### config.mk
export PLATFORM = sky130hd
export DESIGN_NAME = psf_pose_store
export DESIGN_NICKNAME = d
export VERILOG_FILES = /design/src/hdl/pose_separation_filter_top_defines.svh /design/src/hdl/psf_pkg.sv /design/src/hdl/psf_pose_store.sv
export SDC_FILE = /design/constraint.sdc
export NUM_CORES = 1
export LEC_CHECK = 0
export ABC_AREA = 1
export ABC_CLOCK_PERIOD_IN_PS = 6050
export BUFFER_PORTS_ARGS = -buffer_cell sky130_fd_sc_hd__clkbuf_2
export CAP_MARGIN = 20
export CORE_MARGIN = 4
export CORE_UTILIZATION = 27
export CTS_BUF_LIST = sky130_fd_sc_hd__clkbuf_4 sky130_fd_sc_hd__clkbuf_8 sky130_fd_sc_hd__clkbuf_16
export DETAILED_ROUTE_END_ITERATION = 8
export PLACE_DENSITY_LB_ADDON = 0.2
export SYNTH_ARGS = -nofsm -noshare
export SYNTH_HDL_FRONTEND = slang
export SYNTH_SLANG_ARGS = --single-unit
### constraint.sdc
create_clock -name i_clk -period 6.05 [get_ports i_clk]
set_clock_uncertainty 0.05 [all_clocks]
set_input_delay 1.21 -clock i_clk [delete_from_list [all_inputs] [get_ports i_clk]]
set_output_delay 1.21 -clock i_clk [all_outputs]
set_load 0.02 [all_outputs]
### src/hdl/pose_separation_filter_top_defines.svh
// ----------------------------------------------------------------------------
// pose_separation_filter_top_defines
// Assertion macros shared by the pose separation filter.
// Each use expands to one labeled concurrent assertion on i_clk.
// ----------------------------------------------------------------------------
`ifndef POSE_SEPARATION_FILTER_TOP_DEFINES_SVH
`define POSE_SEPARATION_FILTER_TOP_DEFINES_SVH

// Checked only while out of reset.
`define PSF_ASSERT(lbl, prop, msg) \
    lbl: assert property (@(posedge i_clk) disable iff (!i_rst_n) prop) else $error(msg);

// Checked at every edge, reset included.
`define PSF_ASSERT_ALWAYS(lbl, prop, msg) \
    lbl: assert property (@(posedge i_clk) prop) else $error(msg);

`endif

### src/hdl/psf_pkg.sv
// ----------------------------------------------------------------------------
// psf_pkg
// Types and constants of the pose separation filter.
// ----------------------------------------------------------------------------
package psf_pkg;

    // kept list depth and derived widths
    localparam int MAX_KEEP   = 16;
    localparam int KEEP_IDX_W = $clog2(MAX_KEEP);
    localparam int CNT_W      = $clog2(MAX_KEEP + 1);

    // field widths
    localparam int POS_W       = 24;
    localparam int HEAD_W      = 16;
    localparam int SEP_DIST_W  = 23;
    localparam int SEP_HEAD_W  = 16;
    localparam int KEEP_LIM_W  = 5;
    localparam int SLOT_W      = 4;
    localparam int CFG_DATA_W  = 23;
    localparam int CFG_ADDR_W  = 2;

    // squared distance widths
    localparam int DIFF_W = POS_W + 1;
    localparam int SQ_W   = 2 * DIFF_W;
    localparam int LIM2_W = 2 * SEP_DIST_W;

    // register indexes
    localparam logic [CFG_ADDR_W-1:0] CFG_SEP_DIST  = 2'd0;
    localparam logic [CFG_ADDR_W-1:0] CFG_SEP_HEAD  = 2'd1;
    localparam logic [CFG_ADDR_W-1:0] CFG_KEEP_LIM  = 2'd2;

    // register reset values
    localparam logic [SEP_DIST_W-1:0] SEP_DIST_RST = 23'd1024;
    localparam logic [SEP_HEAD_W-1:0] SEP_HEAD_RST = 16'd5461;
    localparam logic [KEEP_LIM_W-1:0] KEEP_LIM_RST = 5'd5;

    typedef struct packed {
        logic signed [POS_W-1:0]  x;
        logic signed [POS_W-1:0]  y;
        logic signed [HEAD_W-1:0] h;
    } t_pose;

    // read request into the pose store
    typedef struct packed {
        logic                  valid;
        logic                  last;
        logic [KEEP_IDX_W-1:0] addr;
    } t_rd_req;

    // tag that travels with read data
    typedef struct packed {
        logic valid;
        logic last;
    } t_tag;

    // compare result back to the sequencer
    typedef struct packed {
        logic valid;
        logic last;
        logic close;
    } t_cmp_rsp;

    typedef enum logic [1:0] {
        ST_IDLE,
        ST_SCAN,
        ST_DRAIN,
        ST_FINISH
    } t_state;

endpackage

### src/hdl/psf_pose_store.sv
// ----------------------------------------------------------------------------
// psf_pose_store
// Kept pose memory: one write port, one registered read port.
// ----------------------------------------------------------------------------
module psf_pose_store (
    input  logic                           i_clk,
    input  logic                           i_rst_n,
    input  logic                           i_wr_en,
    input  logic [psf_pkg::KEEP_IDX_W-1:0] i_wr_addr,
    input  psf_pkg::t_pose                 i_wr_pose,
    input  psf_pkg::t_rd_req               i_rd_req,
    output psf_pkg::t_tag                  o_rd_tag,
    output psf_pkg::t_pose                 o_rd_pose
);
    import psf_pkg::*;

    t_pose mem [MAX_KEEP];
    t_pose r_rd_pose;
    t_tag  r_rd_tag;

    // write port
    always_ff @(posedge i_clk) begin
        if (i_wr_en) begin
            mem[i_wr_addr] <= i_wr_pose;
        end
    end

    // read port, data registered
    always_ff @(posedge i_clk) begin
        if (i_rd_req.valid) begin
            r_rd_pose <= mem[i_rd_req.addr];
        end
    end

    // tag is registered alongside the read data
    always_ff @(posedge i_clk) begin
        if (!i_rst_n) begin
            r_rd_tag <= '0;
        end else begin
            r_rd_tag.valid <= i_rd_req.valid;
            r_rd_tag.last  <= i_rd_req.valid & i_rd_req.last;
        end
    end

    assign o_rd_tag  = r_rd_tag;
    assign o_rd_pose = r_rd_pose;

endmodule

[Yosys cells after proc, flatten, opt, wreduce, memory -nomap -nowiden]
Memory sizes are Yosys's and may differ from the RTL's. A register that Yosys moved wholly into a read port is not among the register bits.
Index checks and enable logic that the tools add are counted.
W data, S select, Z words.
Storage, ports and cells
  bits in writable memories: 1024
  bits in registers: 2
  memories kept: 1
  output and inout port bits: 66
Memories
  mem: depth 16, bits a word 64, read ports 1, clocked after Yosys merged registers in 1, wr ports 1, line psf_pose_store.sv:17  | t_pose mem [MAX_KEEP];
Operators by class
  muxes and demuxes: 2
  bitwise gates (word level): 1
Operator list (count)
  $mux W1: 2
  $and A1 B1 Y1: 1

[Longest topological paths before layout]
Gate-level depths: netlist of the first run.
  depth after elaboration: 2
  mapped depth: 10
  mapped depth without buffers: 7

[Worst setup path after synthesis of the first run]
Ideal clock, no wire load.
  kind: input to register
  start point: in i_wr_addr[2] (netlist name)
  end point: mem mem[10][0] (netlist name) (enable)
  setup slack: 1.411 ns
  arrival: 4.102 ns
  required time: 5.514 ns
  stages on the path: 2
  setup time: 0.486 ns
  buffers on the path: 0
  cell sequence: nand3b_1 -> nor2_1
RTL lines
  from (decl): line psf_pose_store.sv:9  | input logic [psf_pkg::KEEP_IDX_W-1:0] i_wr_addr,
  to (decl): line psf_pose_store.sv:17
No word-level cell before the write port.

==> run metrics, run 1 <==
post-route setup slack 2.81 ns; CORE AREA 0.168 mm²; # DRC 0; number of detailed-route iterations in the first pass 7; R2R Setup Slk approximately 4.7 ns; maximum VDD drop around 0.24 mV; layout cell share with drive strength beyond 1 ~8.9%; dpl hpwl between 50 and 60 mm; CP Capture Type register; vias in the first global route 28,000; total grt overflow 0; Max Freq roughly 310 MHz; WS Path Type primary input to register; cell count after synthesis approximately 4,200; row cnt 150; Mapped Avg Cell Area 10.9 µm²; dpl ws 2.08 ns; cell chain of the critical path buf_8 > clkinv_16 > buf_4 > nand2_1 > nand2_1 > nand2_1 > nand3_1 > nand3_1 > nand2_1; CP required approximately 6.5 ns; RSZ-0062 raised after global routing no; max incr delay on CP 0.58 ns; CTS tree yes; #FFs+latches synth 1,090; initial antenna violation count 10; Num Clock Sinks between 1,000 and 1,500; Initial Util between 20% and 30%; worst hold path class primary input to register; final hold violation count 0; Worst Hold Depth 3; Die X 420 µm; Most Frequent Cell on Critical Path nand2_1; Resize count post-CTS 0; die height around 420 µm; layout net count approximately 4,400; Tcrit/Tclk final about 54%; Max Cap Viol 0; post-route cell area 0.0526 mm²; setup TNS 0 ns; critical path fanouts, max approximately 210; Syn Std Cell Area 0.0458 mm²; # H-tree levels 3; clock root buffer clkbuf_16; num ports 143; status completed; DR vias 28,600; worst path buffer plus inverter count 3; Max Buffers Root-to-Sink 3; drt wl/cell 19.7 µm; Hold Buf Count CTS 0; PortBufs 142; Seq/Total Area, Yosys 71.4%; Setup-failing EPs final 0; setup bufs post-CTS 0; synth warn 0; 1st-iter DRT viols ~1,900; Routed WL 130 mm; Post-DP Area 0.0488 mm²; cts bufs inserted 119; Overall Global Routing Usage 14.6%; fin util 31.3%; clk slew on worst S/H paths 0.06 ns; GPL Wtd Cong 0.704; Final Critical Period approximately 3.2 ns; die area between 0.15 and 0.2 mm²; R2R cell count 6; leak pwr ~22 nW; syn_nets 4,293; top cell family by delay on the critical path buffers and inverters; final-report max-slew violation count 0; Area Overhead vs Synth 14.7%; first-pass GRT wire length 191 mm; crit path max-delay cell type clkinv_16; DR vias/cell 4.32; clock latency on the worst-skew pair about 0.74 ns; worst-margin pin slew 1.05 ns; startpoint types primary input; largest net degree at the start of global routing ~210; WP data arrival 3.65 ns; power per standard cell area 315 mW/mm²; Crit. path cell count 9; Final ANT Viol Nets 0; Slew HR 29.8%; Yosys cell types 14
==> cell usage in the layout, fill, tap and decap left out, types with 4 or more instances in the layout <==
| master | Yosys | layout |
|---|---|---|
| clkinv_2 | 0 | 18 |
| clkbuf_2 | 0 | 137 |
| clkbuf_4 | 0 | 32 |
| clkbuf_16 | 0 | 122 |
| clkinvlp_4 | 0 | 4 |
| nand2_1 | 1350 | 1350 |
| nand3_1 | 769 | 769 |
| inv_1 | 773 | 772 |
| buf_4 | 38 | 28 |
| edfxtp_1 | 1088 | 1088 |
| nor2_4 | 0 | 16 |
| clkinv_1 | 0 | 29 |
| bufinv_16 | 0 | 4 |
| buf_12 | 0 | 18 |
==> cells by family after synthesis <==
kind of cell,synth area share (%)
buf+inv,9.01
flops,71.4
simple gates,19.6
==> path summary, 6_finish.rpt <==
path / endpoint / startpoint
hold reg to reg: o_rd_pose[16]$_DFFE_PP_ / mem[6][16]$_DFFE_PP_
setup / recovery: o_rd_pose[58]$_DFFE_PP_ / i_rd_req[0]
setup reg to reg: o_rd_pose[27]$_DFFE_PP_ / mem[13][27]$_DFFE_PP_
hold / removal: o_rd_tag[0]$_SDFF_PN0_ / i_rd_req[4]
==> final cells by class <==
| type | count | area (µm²) |
|---|---|---|
| diodes | 2 | 5.00 |
| clock buffers | 154 | 3290 |
| clock inverters | 61 | 442 |
| fillers | 16900 | 115000 |
| inverters | 776 | 2950 |
| multi-input cells | 2139 | 9120 |
| flip-flops and latches | 1090 | 32700 |
| well taps | 2204 | 2760 |
| repair buffers | 186 | 1300 |
==> worst min-delay path: stages <==
cell and delay, ns:
clkbuf_2 0.08, inv_1 0.04, nor2_1 0.03
==> sequential cells by signal, indices dropped and copies added (netlist names) <==
name	cells
o_rd_tag	2
mem	1024
o_rd_pose	64
==> synthesized netlist by cell type, drive strengths merged <==
master	n	area (µm²)
nand3b	2	15.0
edfxtp	1088	32700
nand2	1350	5070
dfxtp	2	40.0
nor2	18	67.6
clkbuf	25	93.8
buf	186	1120
inv	776	2920
nand3	769	3850
==> per-layer routing <==
layer / up-vias / part of all wire [%] / GRT usage, %
li1: 13900 / - / -
met1: 14000 / 44 / 18.6
met2: 515 / 49 / 25.4
met3: 203 / 4.2 / 2.30
met4: 8 / 2.8 / 4.78
met5: - / 0.041 / 0
==> metrics by stage <==
step	cells	hold WS [ns]	power, mW
floorplan	4216	0.633	9.31
global placement	6395	0.655	9.76
detailed placement	6395	0.668	9.76
CTS	6610	0.562	16.8
global route	6611	0.638	17.2
finish	6612	0.634	16.6
==> where the power goes <==
part | switching (mW) | internal, mW
combinational | 0.754 | 0.250
clock | 3.02 | 3.99
sequential | 0.0567 | 8.51
No activity file was read; power rests on OpenSTA's default activity.
==> run 2: changes to the inputs <==
Settings changed: ABC_CLOCK_PERIOD_IN_PS 6050 to 3400.
Clock period 6.05 ns to 3.4 ns, I/O delays scaled along.
==> run 2 against run 1 <==
Final area is 1.4% higher. Sequential share of layout area is 0.88 points lower. Worst setup slack worse by 1.6 ns. Critical path type is now register to output port. Critical endpoint is now o_rd_pose[18]. Largest cell class unchanged. Highest routed layer unchanged.
==> run metrics, run 2 (synthesis gave the netlist of run 1 again) <==
total grt overflow 0 (unchanged); leak pwr 22.1 nW (+1.6%); status completed; post-route cell area 0.0533 mm² (+1.4%); cell chain of the critical path clkbuf_2; initial antenna violation count 10 (unchanged); Tcrit/Tclk final between 60 and 70%; Max Buffers Root-to-Sink 3 (unchanged); WS Path Type register to output port; layout net count 4,426 (+0.84%); Area Overhead vs Synth 16.3%; # H-tree levels 3 (unchanged); cts bufs inserted 119 (unchanged); dpl hpwl 65.7 mm (+10%); clock latency on the worst-skew pair 0.73 ns (about the same); worst-margin pin slew 0.848 ns (-0.205 ns); Post-DP Area 0.0495 mm² (+1.3%); setup TNS 0 ns (unchanged); Largest Register mem; # DRC 0 (unchanged); most common cell after layout, fill and taps aside nand2_1; worst path buffer plus inverter count 1 (-2); top cell family by delay on the critical path flip-flops; max incr delay on CP 0.51 ns (-0.07 ns); startpoint types register; CORE AREA 0.168 mm² (unchanged); crit path max-delay cell type edfxtp_1; Slew HR 43.5% (+14 points); Overall Global Routing Usage 14.5% (-0.14 points); worst hold path class primary input to register; Largest register FFs 1,024 (unchanged); row cnt 150 (unchanged); final-report max-slew violation count 0 (unchanged); CP Capture Type output port; commonest cells after routing, fill and taps aside nand2_1 (1,350), edfxtp_1 (1,088), inv_1 (772), nand3_1 (769), clkbuf_2 (137); Crit. path cell count 1 (-8); hold slack 0.109 ns (-0.525 ns); Worst Hold Depth 3 (unchanged); Finished Layout Cells 6,657 (+0.68%); RSZ-0062 raised after global routing no; clock root buffer clkbuf_16; DR vias/cell 4.29 (-0.78%); first-pass GRT wire length 191 mm (about the same); CP required 2.67 ns (-3.78 ns); Resize count post-CTS 0 (unchanged); PortBufs 142 (unchanged); # placed instances 6,432 (+0.58%); drt wl/cell 19.3 µm (-2.1%); clk slew on worst S/H paths 0.06 ns (about the same); R2R cell count 6 (unchanged); WP data arrival 1.48 ns (-2.17 ns); Initial Util 27.3% (unchanged); DR vias 28,500 (-0.10%); setup bufs post-CTS 0 (unchanged); die height 420 µm (unchanged); power per standard cell area 560 mW/mm² (+78%); num ports 143 (unchanged); Setup-failing EPs final 0 (unchanged); GPL Wtd Cong 0.696 (-1.2%); Num Clock Sinks 1,090 (unchanged); critical path fanouts, max 1 (-99.5%); layout cell share with drive strength beyond 1 9.69% (+0.79 points); Fill cells 16,900 (-0.19%); Routed WL 129 mm (-1.4%); fin util 31.7% (+0.45 points); CTS tree yes; final hold violation count 0 (unchanged); Max Freq 452 MHz; Hold Buf Count CTS 0 (unchanged); die area 0.176 mm² (unchanged); 1st-iter DRT viols 1,940 (-0.31%); Die X 420 µm (unchanged); Final Critical Period ~2.2 ns; largest net degree at the start of global routing 149 (-30%); Max Cap Viol 0 (unchanged); maximum VDD drop 0.386 mV (+64%); Final ANT Viol Nets 0 (unchanged); number of detailed-route iterations in the first pass 5 (-2); vias in the first global route 27,900 (-0.086%)
[run 2: changes by cell type in the layout (fill, tap and decap cells not counted), sizes merged]
cell,before,now
diode,2,3
clkbuf,291,290
clkinv,52,53
inv,777,780
clkinvlp,4,3
bufinv,4,9
buf,49,86
[run 2: worst paths after layout]
path / from / endpoint / slack [ns]
max: o_rd_pose[18]$_DFFE_PP_ / o_rd_pose[18] / 1.19
max reg2reg: mem[1][12]$_DFFE_PP_ / o_rd_pose[12]$_DFFE_PP_ / 2.06
min: i_rd_req[4] / o_rd_tag[0]$_SDFF_PN0_ / 0.11
min reg2reg: mem[10][10]$_DFFE_PP_ / o_rd_pose[10]$_DFFE_PP_ / 0.67
[run 2: layout make-up]
| class | count | area, µm² | area share [%] |
|---|---|---|---|
| sequential | 1090 | 32700 | 61.3 |
| timing repair buffer | 223 | 1940 | 3.63 |
| antenna | 3 | 7.51 | 0.0141 |
| inverter | 776 | 2950 | 5.54 |
| clock inverter | 69 | 592 | 1.11 |
| clock buffer | 153 | 3250 | 6.10 |
| tap | 2204 | 2760 | 5.17 |
| multi-input combinational | 2139 | 9120 | 17.1 |
[run 2: metal layers]
metal  part of all wire (%)  wire [µm]  vias up  GRT usage (%)
met3                    4.0       5120      134           2.24
met5                  0.035         45        -              0
met4                    1.8       2260        6           3.58
li1                       -          -    14000              -
met2                     51      65000      432           25.8
met1                     44      56200    14000           18.4
[run 2: per-stage QoR]
step | total power, mW | setup slack, ns
after detailed placement | 17.4 | 0.832
final | 29.8 | 1.19
after global routing | 31.1 | 1.13
after global placement | 17.4 | 0.835
after floorplan | 16.6 | -0.709
after CTS | 30.3 | 1.07
[run 2: power by group]
group / total, mW / internal (mW) / switching [mW]
Sequential: 15.2 / 15.1 / 0.101
Clock: 12.7 / 7.41 / 5.34
Combinational: 1.85 / 0.495 / 1.36
