`src/hdl/pose_separation_filter_top_defines.svh`:
```
// ----------------------------------------------------------------------------
// pose_separation_filter_top_defines
// Assertion macros shared by the pose separation filter.
// Each use expands to one labeled concurrent assertion on i_clk.
// ----------------------------------------------------------------------------
`ifndef POSE_SEPARATION_FILTER_TOP_DEFINES_SVH
`define POSE_SEPARATION_FILTER_TOP_DEFINES_SVH

// Checked only while out of reset.
`define PSF_ASSERT(lbl, prop, msg) \
    lbl: assert property (@(posedge i_clk) disable iff (!i_rst_n) prop) else $error(msg);

// Checked at every edge, reset included.
`define PSF_ASSERT_ALWAYS(lbl, prop, msg) \
    lbl: assert property (@(posedge i_clk) prop) else $error(msg);

`endif

```
`src/hdl/psf_pkg.sv`:
```
// ----------------------------------------------------------------------------
// psf_pkg
// Types and constants of the pose separation filter.
// ----------------------------------------------------------------------------
package psf_pkg;

    // kept list depth and derived widths
    localparam int MAX_KEEP   = 16;
    localparam int KEEP_IDX_W = $clog2(MAX_KEEP);
    localparam int CNT_W      = $clog2(MAX_KEEP + 1);

    // field widths
    localparam int POS_W       = 24;
    localparam int HEAD_W      = 16;
    localparam int SEP_DIST_W  = 23;
    localparam int SEP_HEAD_W  = 16;
    localparam int KEEP_LIM_W  = 5;
    localparam int SLOT_W      = 4;
    localparam int CFG_DATA_W  = 23;
    localparam int CFG_ADDR_W  = 2;

    // squared distance widths
    localparam int DIFF_W = POS_W + 1;
    localparam int SQ_W   = 2 * DIFF_W;
    localparam int LIM2_W = 2 * SEP_DIST_W;

    // register indexes
    localparam logic [CFG_ADDR_W-1:0] CFG_SEP_DIST  = 2'd0;
    localparam logic [CFG_ADDR_W-1:0] CFG_SEP_HEAD  = 2'd1;
    localparam logic [CFG_ADDR_W-1:0] CFG_KEEP_LIM  = 2'd2;

    // register reset values
    localparam logic [SEP_DIST_W-1:0] SEP_DIST_RST = 23'd1024;
    localparam logic [SEP_HEAD_W-1:0] SEP_HEAD_RST = 16'd5461;
    localparam logic [KEEP_LIM_W-1:0] KEEP_LIM_RST = 5'd5;

    typedef struct packed {
        logic signed [POS_W-1:0]  x;
        logic signed [POS_W-1:0]  y;
        logic signed [HEAD_W-1:0] h;
    } t_pose;

    // read request into the pose store
    typedef struct packed {
        logic                  valid;
        logic                  last;
        logic [KEEP_IDX_W-1:0] addr;
    } t_rd_req;

    // tag that travels with read data
    typedef struct packed {
        logic valid;
        logic last;
    } t_tag;

    // compare result back to the sequencer
    typedef struct packed {
        logic valid;
        logic last;
        logic close;
    } t_cmp_rsp;

    typedef enum logic [1:0] {
        ST_IDLE,
        ST_SCAN,
        ST_DRAIN,
        ST_FINISH
    } t_state;

endpackage

```
`src/hdl/psf_compare_unit.sv`:
```
// ----------------------------------------------------------------------------
// psf_compare_unit
// Shared proximity test of the candidate against one kept pose per cycle.
// Two stages: squares and heading gap, then sum and threshold compare.
// ----------------------------------------------------------------------------
module psf_compare_unit (
    input  logic                           i_clk,
    input  logic                           i_rst_n,
    input  psf_pkg::t_pose                 i_cand,
    input  psf_pkg::t_tag                  i_tag,
    input  psf_pkg::t_pose                 i_kept,
    input  logic [psf_pkg::SEP_DIST_W-1:0] i_sep_dist,
    input  logic [psf_pkg::SEP_HEAD_W-1:0] i_sep_head,
    output psf_pkg::t_cmp_rsp              o_rsp
);
    import psf_pkg::*;

    logic signed [DIFF_W-1:0] dx;
    logic signed [DIFF_W-1:0] dy;
    logic signed [SQ_W-1:0]   dx2;
    logic signed [SQ_W-1:0]   dy2;
    logic [HEAD_W-1:0]        hdiff;
    logic [HEAD_W:0]          hgap;
    logic [SQ_W-1:0]          dist2;

    logic [LIM2_W-1:0] r_lim2;
    logic [SQ_W-1:0]   r_dx2;
    logic [SQ_W-1:0]   r_dy2;
    logic              r_head_near;
    t_tag              r_tag;
    t_cmp_rsp          r_rsp;

    // squared threshold, refreshed every cycle from the register
    always_ff @(posedge i_clk) begin
        r_lim2 <= LIM2_W'(i_sep_dist * i_sep_dist);
    end

    // stage 1: differences, squares, wrapped heading gap
    always_comb begin
        dx    = DIFF_W'(i_cand.x) - DIFF_W'(i_kept.x);
        dy    = DIFF_W'(i_cand.y) - DIFF_W'(i_kept.y);
        dx2   = dx * dx;
        dy2   = dy * dy;
        hdiff = HEAD_W'(i_cand.h) - HEAD_W'(i_kept.h);
        // fold into half a turn; exactly pi stays at 32768
        if (hdiff[HEAD_W-1]) begin
            hgap = (HEAD_W+1)'(1 << HEAD_W) - {1'b0, hdiff};
        end else begin
            hgap = {1'b0, hdiff};
        end
    end

    always_ff @(posedge i_clk) begin
        r_dx2       <= dx2;
        r_dy2       <= dy2;
        r_head_near <= hgap < {1'b0, i_sep_head};
    end

    // stage 2: sum and compare
    assign dist2 = r_dx2 + r_dy2;

    always_ff @(posedge i_clk) begin
        if (!i_rst_n) begin
            r_tag <= '0;
            r_rsp <= '0;
        end else begin
            r_tag       <= i_tag;
            r_rsp.valid <= r_tag.valid;
            r_rsp.last  <= r_tag.last;
            r_rsp.close <= r_tag.valid & r_head_near
                           & (dist2 < SQ_W'(r_lim2));
        end
    end

    assign o_rsp = r_rsp;

endmodule

```
`config.mk`:
```
export PLATFORM = sky130hd
export DESIGN_NAME = psf_compare_unit
export DESIGN_NICKNAME = d
export VERILOG_FILES = /design/src/hdl/pose_separation_filter_top_defines.svh /design/src/hdl/psf_pkg.sv /design/src/hdl/psf_compare_unit.sv
export SDC_FILE = /design/constraint.sdc
export NUM_CORES = 2
export LEC_CHECK = 0
export BUFFER_PORTS_ARGS = -buffer_cell sky130_fd_sc_hd__buf_4
export CORE_MARGIN = 1.5
export CORE_UTILIZATION = 55
export CTS_CLUSTER_SIZE = 24
export DETAILED_ROUTE_END_ITERATION = 6
export HOLD_SLACK_MARGIN = 0.02
export PLACE_DENSITY_LB_ADDON = 0.25
export SYNTH_ARGS = -nofsm -noshare
export SYNTH_HDL_FRONTEND = slang
export SYNTH_SLANG_ARGS = --single-unit
```
`constraint.sdc`:
```
create_clock -name i_clk -period 10.05 [get_ports i_clk]
set_input_delay 0 -clock i_clk [delete_from_list [all_inputs] [get_ports i_clk]]
set_output_delay 0 -clock i_clk [all_outputs]
set_load 0.03 [all_outputs]
```
Yosys cells after proc, flatten, opt, wreduce, memory -nomap -nowiden
Cells that the tools add are included.
- output and inout port bits: 3
- bits in registers: 152
- input port bits: 171
- add/subtract/negate cells: 5
- mux-type cells: 1
- bitwise gates (word level): 2
- order comparisons: 2
- multiply operators: 3
- operators with widths (operator ; number):
    $mul 25x25->50 ; 2
    $add 50x50->50 ; 1
    $lt 50x46->1 ; 1
    $sub 24x24->25 ; 2
    $mul 23x23->46 ; 1
    $lt 17x16->1 ; 1
    $mux 17 ; 1
    $sub 17x16->17 const A ; 1
    $sub 16x16->16 ; 1
    $and 1x1->1 ; 2

Logic depth before layout (Yosys ltp)
- word-level depth: 4
- gate-level depth with buffers: 40
- mapped depth without buffers: 39

Worst setup path after synthesis
No wires, ideal clock.
- path kind: input -> register
- start point: in i_cand[40] in the netlist's numbering
- end point: reg r_dx2[44]
- data arrival time: 8.924 ns
- path slack: 1.003 ns
- library setup time: 0.123 ns
- cell stages on the path: 38
- cell sequence: inv_1 ha_1 inv_1 fa_1 a211oi_2 o21ai_1 a31o_2 a31o_1 a21o_1 a21o_1 a21o_1 o31ai_2 xnor2_1 buf_2 nand2_1 fa_1 inv_1 fa_1 [... 2 more ...] fa_1 inv_1 fa_1 inv_1 fa_1 inv_1 fa_1 ha_1 a211oi_1 o21a_1 o311ai_0 a31oi_1 nor2_1 a211o_1 a311o_1 a221oi_2 o21bai_1 xor2_1
- cells in the longest elaborated chain, start to end: 2
- RTL lines (what ; line ; RTL):
    start: declaration ; psf_compare_unit.sv:9 ; input psf_pkg::t_pose i_cand,
    $sub 24x24->25 ; psf_compare_unit.sv:40 ; dx = DIFF_W'(i_cand.x) - DIFF_W'(i_kept.x);
    $mul 25x25->50 ; psf_compare_unit.sv:42 ; dx2 = dx * dx;
    via dx2[44] ; psf_compare_unit.sv:20 ; logic signed [SQ_W-1:0] dx2;
    end signal: assignment ; psf_compare_unit.sv:54 ; r_dx2 <= dx2;
    end: declaration ; psf_compare_unit.sv:27 ; logic [SQ_W-1:0] r_dx2;
The timed path passes the listed nets, and every way through them passes these cells.
A chain may end at the register's enable or synchronous reset.

Worst setup path after layout
- start point: in i_cand[40] in the netlist's numbering
- end point: reg r_dx2[49]
Same word-level chain as after synthesis.

==> impl_metrics.yaml <==
status:
  outcome: "finished clean"
setup_path:
  crit_buf_inv: 9
  data_arrival_time_of_the_worst_path_ns: 9.70
  worst_path_dominant_cell_family: "adder cells"
  cpMostUsedCell: "sky130_fd_sc_hd__fa_1"
  critical_path_max_stage_delay_ns: 0.55
  crit_path_max_fanout: 13
  required_ns: 10.36
  worstSetupPathType: "in2reg"
  max_stage_delay_cell_worst_path: "sky130_fd_sc_hd__fa_1"
  worstSetupStartpointType: "input port"
  setup_crit_end_kind: "flip-flop"
synthesis:
  synth_compound_gate_area_share_pct: 7.41
  synth_fp_nets: 9410
  edff_count_synth: 0
  synth-main-ff-cell: "sky130_fd_sc_hd__dfxtp_1"
  synth_xor_area_share_pct: 3.87
  area_of_the_mapped_netlist_um2: 65000
  synth.ff_latch_count: 149
  post_synth_inst_count: 7002
  synth_async_sr_flop_share_pct: 0
  ys.warnings.count: 0
  muxShareOfSynthArea_pct: 0.146
  synthesis.area_per_instance_um2: 9.28
  seq_area_frac_synth_pct: 4.59
  simple_gate_area_share_of_the_yosys_netlist_pct: 10.0
  synth_top_family_by_area: "adder cells"
  area_share_of_fa_ha_maj_cells_after_synthesis_pct: 61.6
  yosysUniqueCellTypes: 91
die:
  design.portCount: 174
  initial_utilization_pct: 55.7
  std_cell_rows: 125
  coreArea_um2: 117000
  vertical_extent_of_the_die_um: 347
  die_width_um: 347
  die_area_um2: 120000
placed_design:
  dp.final_hpwl_mm: 139
  port_buffers: 173
  gp_routability_congestion: 0.969
  placed_cells_incl_taps: 8643
grt:
  grt_overflow_total: 0
  first_pass_grt_wire_length_mm: 270
  grt_start_max_net_pins: 30
  antenna_found_initial: 1
  grt_overall_usage_pct: 28.5
  first_global_vias: 52000
finish:
  syn2layout_area_growth_pct: 6.28
  stdcell_count: 8683
  layout.nets: 9553
  layout-drive-gt1-share_pct: 5.13
clocking:
  cts_tree: "done"
  cts_root_buf: "sky130_fd_sc_hd__clkbuf_16"
  clock_sinks: 149
  count_of_instances_resized_after_the_clock_tree_is_built: 0
  clk-insertion-delay-late_ns: 0.43
  clk_pin_slew_ns: 0.07
  clock_tree.htree_level_count: 4
  cts_buf_count: 17
  clock_tree.buffer_depth: 2
sta:
  totalNegativeSetupSlack_ns: 0
  worst_pin_slew_ns: 1.02
  timing.slew.headroom_pct: 31.1
  rsz0062_at_grt: "false"
  fin_crit_sh_pct: 93.4
  timing_hold_violations_final: 0
  finish_stage_setup_viols: 0
  fmax_ghz: 0.107
  hold_ws_ns: 0.0978
  min_period_ns: 9.38
  slew_viol_final: 0
  skew_ns: 0.00581
drt:
  drt-pass1-iter-count: 6
  drt.antenna.violating_nets: 0
  drc_errors: 0
  detailedRoute.firstIterationViolations: 2620
  via_per_inst: 5.39
  detailroute.via_count: 46800
  routed_wire_length_per_instance_um: 18.7
  route.final.wire_length_mm: 162
min_path:
  min-delay-path-class: "in2reg"
run:
  max-cap-violations: 0
[cells in the final DEF, fill, tap and decap left out, types with 7 or more instances in the layout]
master and instances:
sky130_fd_sc_hd__a211o_1 8, sky130_fd_sc_hd__a211oi_1 23, sky130_fd_sc_hd__a21o_1 116, sky130_fd_sc_hd__a21oi_1 236
sky130_fd_sc_hd__a31o_2 8, sky130_fd_sc_hd__a31oi_1 30, sky130_fd_sc_hd__and2_1 156, sky130_fd_sc_hd__and3_1 35
sky130_fd_sc_hd__buf_4 279, sky130_fd_sc_hd__clkbuf_16 17, sky130_fd_sc_hd__clkinv_1 9, sky130_fd_sc_hd__dfxtp_1 149
sky130_fd_sc_hd__dlygate4sd3_1 7, sky130_fd_sc_hd__fa_1 1604, sky130_fd_sc_hd__ha_1 633, sky130_fd_sc_hd__inv_1 1951
sky130_fd_sc_hd__inv_2 9, sky130_fd_sc_hd__nand2_1 590, sky130_fd_sc_hd__nand2b_1 44, sky130_fd_sc_hd__nand3_1 49
sky130_fd_sc_hd__nand4_1 18, sky130_fd_sc_hd__nor2_1 424, sky130_fd_sc_hd__nor2b_1 35, sky130_fd_sc_hd__nor3_1 34
sky130_fd_sc_hd__nor3b_1 10, sky130_fd_sc_hd__nor4_1 7, sky130_fd_sc_hd__o2111ai_1 8, sky130_fd_sc_hd__o211ai_1 15
sky130_fd_sc_hd__o21a_1 44, sky130_fd_sc_hd__o21ai_0 123, sky130_fd_sc_hd__o21ai_1 7, sky130_fd_sc_hd__o21bai_1 24
sky130_fd_sc_hd__o31ai_1 10, sky130_fd_sc_hd__or2_2 9, sky130_fd_sc_hd__or3_1 11, sky130_fd_sc_hd__xnor2_1 197
sky130_fd_sc_hd__xor2_1 83
[final timing paths]
check                     start          end  slack (ns)  cells past startpoint
setup / recovery     i_cand[40]    r_dx2[49]        0.67                     38
hold / removal    i_sep_head[8]  r_head_near         0.1                      6
setup reg to reg       r_dx2[3]     o_rsp[0]        3.75                     18
hold reg to reg        r_tag[0]     o_rsp[1]        0.44                      1
[what timing repair did]
action                                 CTS  global route
setup buffers                            0             0
endpoints found under the hold margin    6             0
hold buffers                             7             0
[flip-flops by register name, summed over array words and instances (netlist names)]
| register | count |
|---|---|
| r_tag | 2 |
| r_head_near | 1 |
| r_dy2 | 49 |
| r_lim2 | 45 |
| o_rsp | 3 |
| r_dx2 | 49 |
[layer usage]
metal	vias up	global-route usage, %	wire (µm)
li1	21200	-	-
met1	23700	36.6	64300
met2	1624	49.5	80900
met3	339	4.24	11400
met4	0	8.83	5850
met5	-	0	0
[cells by family after synthesis]
logic type               Yosys count
adder cells (fa/ha/maj)         2237
buffers and inverters           2132
AND/OR/NAND/NOR                 1453
AO/OA/AOI/OAI                    737
XOR/XNOR                         285
flip-flops                       149
multiplexers                       9
[through the flow]
step / utilization, % / worst slack, ns / instance area (µm²)
after floorplan: - / 1.00 / 65000
after global placement: 58.6 / 0.401 / 68400
after detailed placement: 58.6 / 0.296 / 68400
after CTS: 59.2 / 0.703 / 69100
after global routing: 59.2 / 0.123 / 69100
final: 59.2 / 0.666 / 69100
[Yosys cell counts, types with 7 or more instances]
library cell	count	area, µm²
sky130_fd_sc_hd__a21o_1	116	871
sky130_fd_sc_hd__fa_1	1604	32100
sky130_fd_sc_hd__and3_1	35	219
sky130_fd_sc_hd__inv_2	9	33.8
sky130_fd_sc_hd__nand3_1	49	245
sky130_fd_sc_hd__nor2_1	424	1590
sky130_fd_sc_hd__buf_2	8	40.0
sky130_fd_sc_hd__or2_2	9	56.3
sky130_fd_sc_hd__a211o_1	8	70.1
sky130_fd_sc_hd__ha_1	633	7920
sky130_fd_sc_hd__clkinv_1	9	33.8
sky130_fd_sc_hd__buf_1	13	48.8
sky130_fd_sc_hd__or3_1	11	68.8
sky130_fd_sc_hd__o21ai_1	7	35.0
sky130_fd_sc_hd__o211ai_1	15	113
sky130_fd_sc_hd__xor2_1	83	727
sky130_fd_sc_hd__o21bai_1	24	180
sky130_fd_sc_hd__o2111ai_1	8	70.1
sky130_fd_sc_hd__a211oi_1	23	173
sky130_fd_sc_hd__nand4_1	18	113
sky130_fd_sc_hd__a21oi_1	236	1180
sky130_fd_sc_hd__o31ai_1	10	75.1
sky130_fd_sc_hd__dfxtp_1	149	2980
sky130_fd_sc_hd__nand2b_1	44	275
sky130_fd_sc_hd__xnor2_1	199	1740
sky130_fd_sc_hd__inv_1	1951	7320
sky130_fd_sc_hd__clkbuf_1	138	518
sky130_fd_sc_hd__nand2_1	590	2210
sky130_fd_sc_hd__a31o_2	8	70.1
sky130_fd_sc_hd__nor4_1	7	43.8
sky130_fd_sc_hd__o21a_1	44	330
sky130_fd_sc_hd__nor3b_1	10	75.1
sky130_fd_sc_hd__nor2b_1	35	219
sky130_fd_sc_hd__nor3_1	34	170
sky130_fd_sc_hd__o21ai_0	123	616
sky130_fd_sc_hd__a31oi_1	30	188
sky130_fd_sc_hd__and2_1	156	976
[tightest hold or removal path: stages]
cell and delay, ns:
sky130_fd_sc_hd__buf_4 0.08, sky130_fd_sc_hd__inv_1 0.04, sky130_fd_sc_hd__ha_1 0.18, sky130_fd_sc_hd__nand2_1 0.05
sky130_fd_sc_hd__a31oi_1 0.07, sky130_fd_sc_hd__nor2_1 0.08
[layout make-up]
cell class	instances	area, µm²
fill	10200	47600
sequential	149	2980
inverter	1969	7390
multi-input combinational	4721	54000
timing repair buffer	287	2180
clock inverter	15	181
tap	1524	1910
antenna	1	2.50
clock buffer	17	425
Power is left out: the tool's default activity adds up to more than one toggle a clock period on the data nets, which glitch-free logic cannot reach.
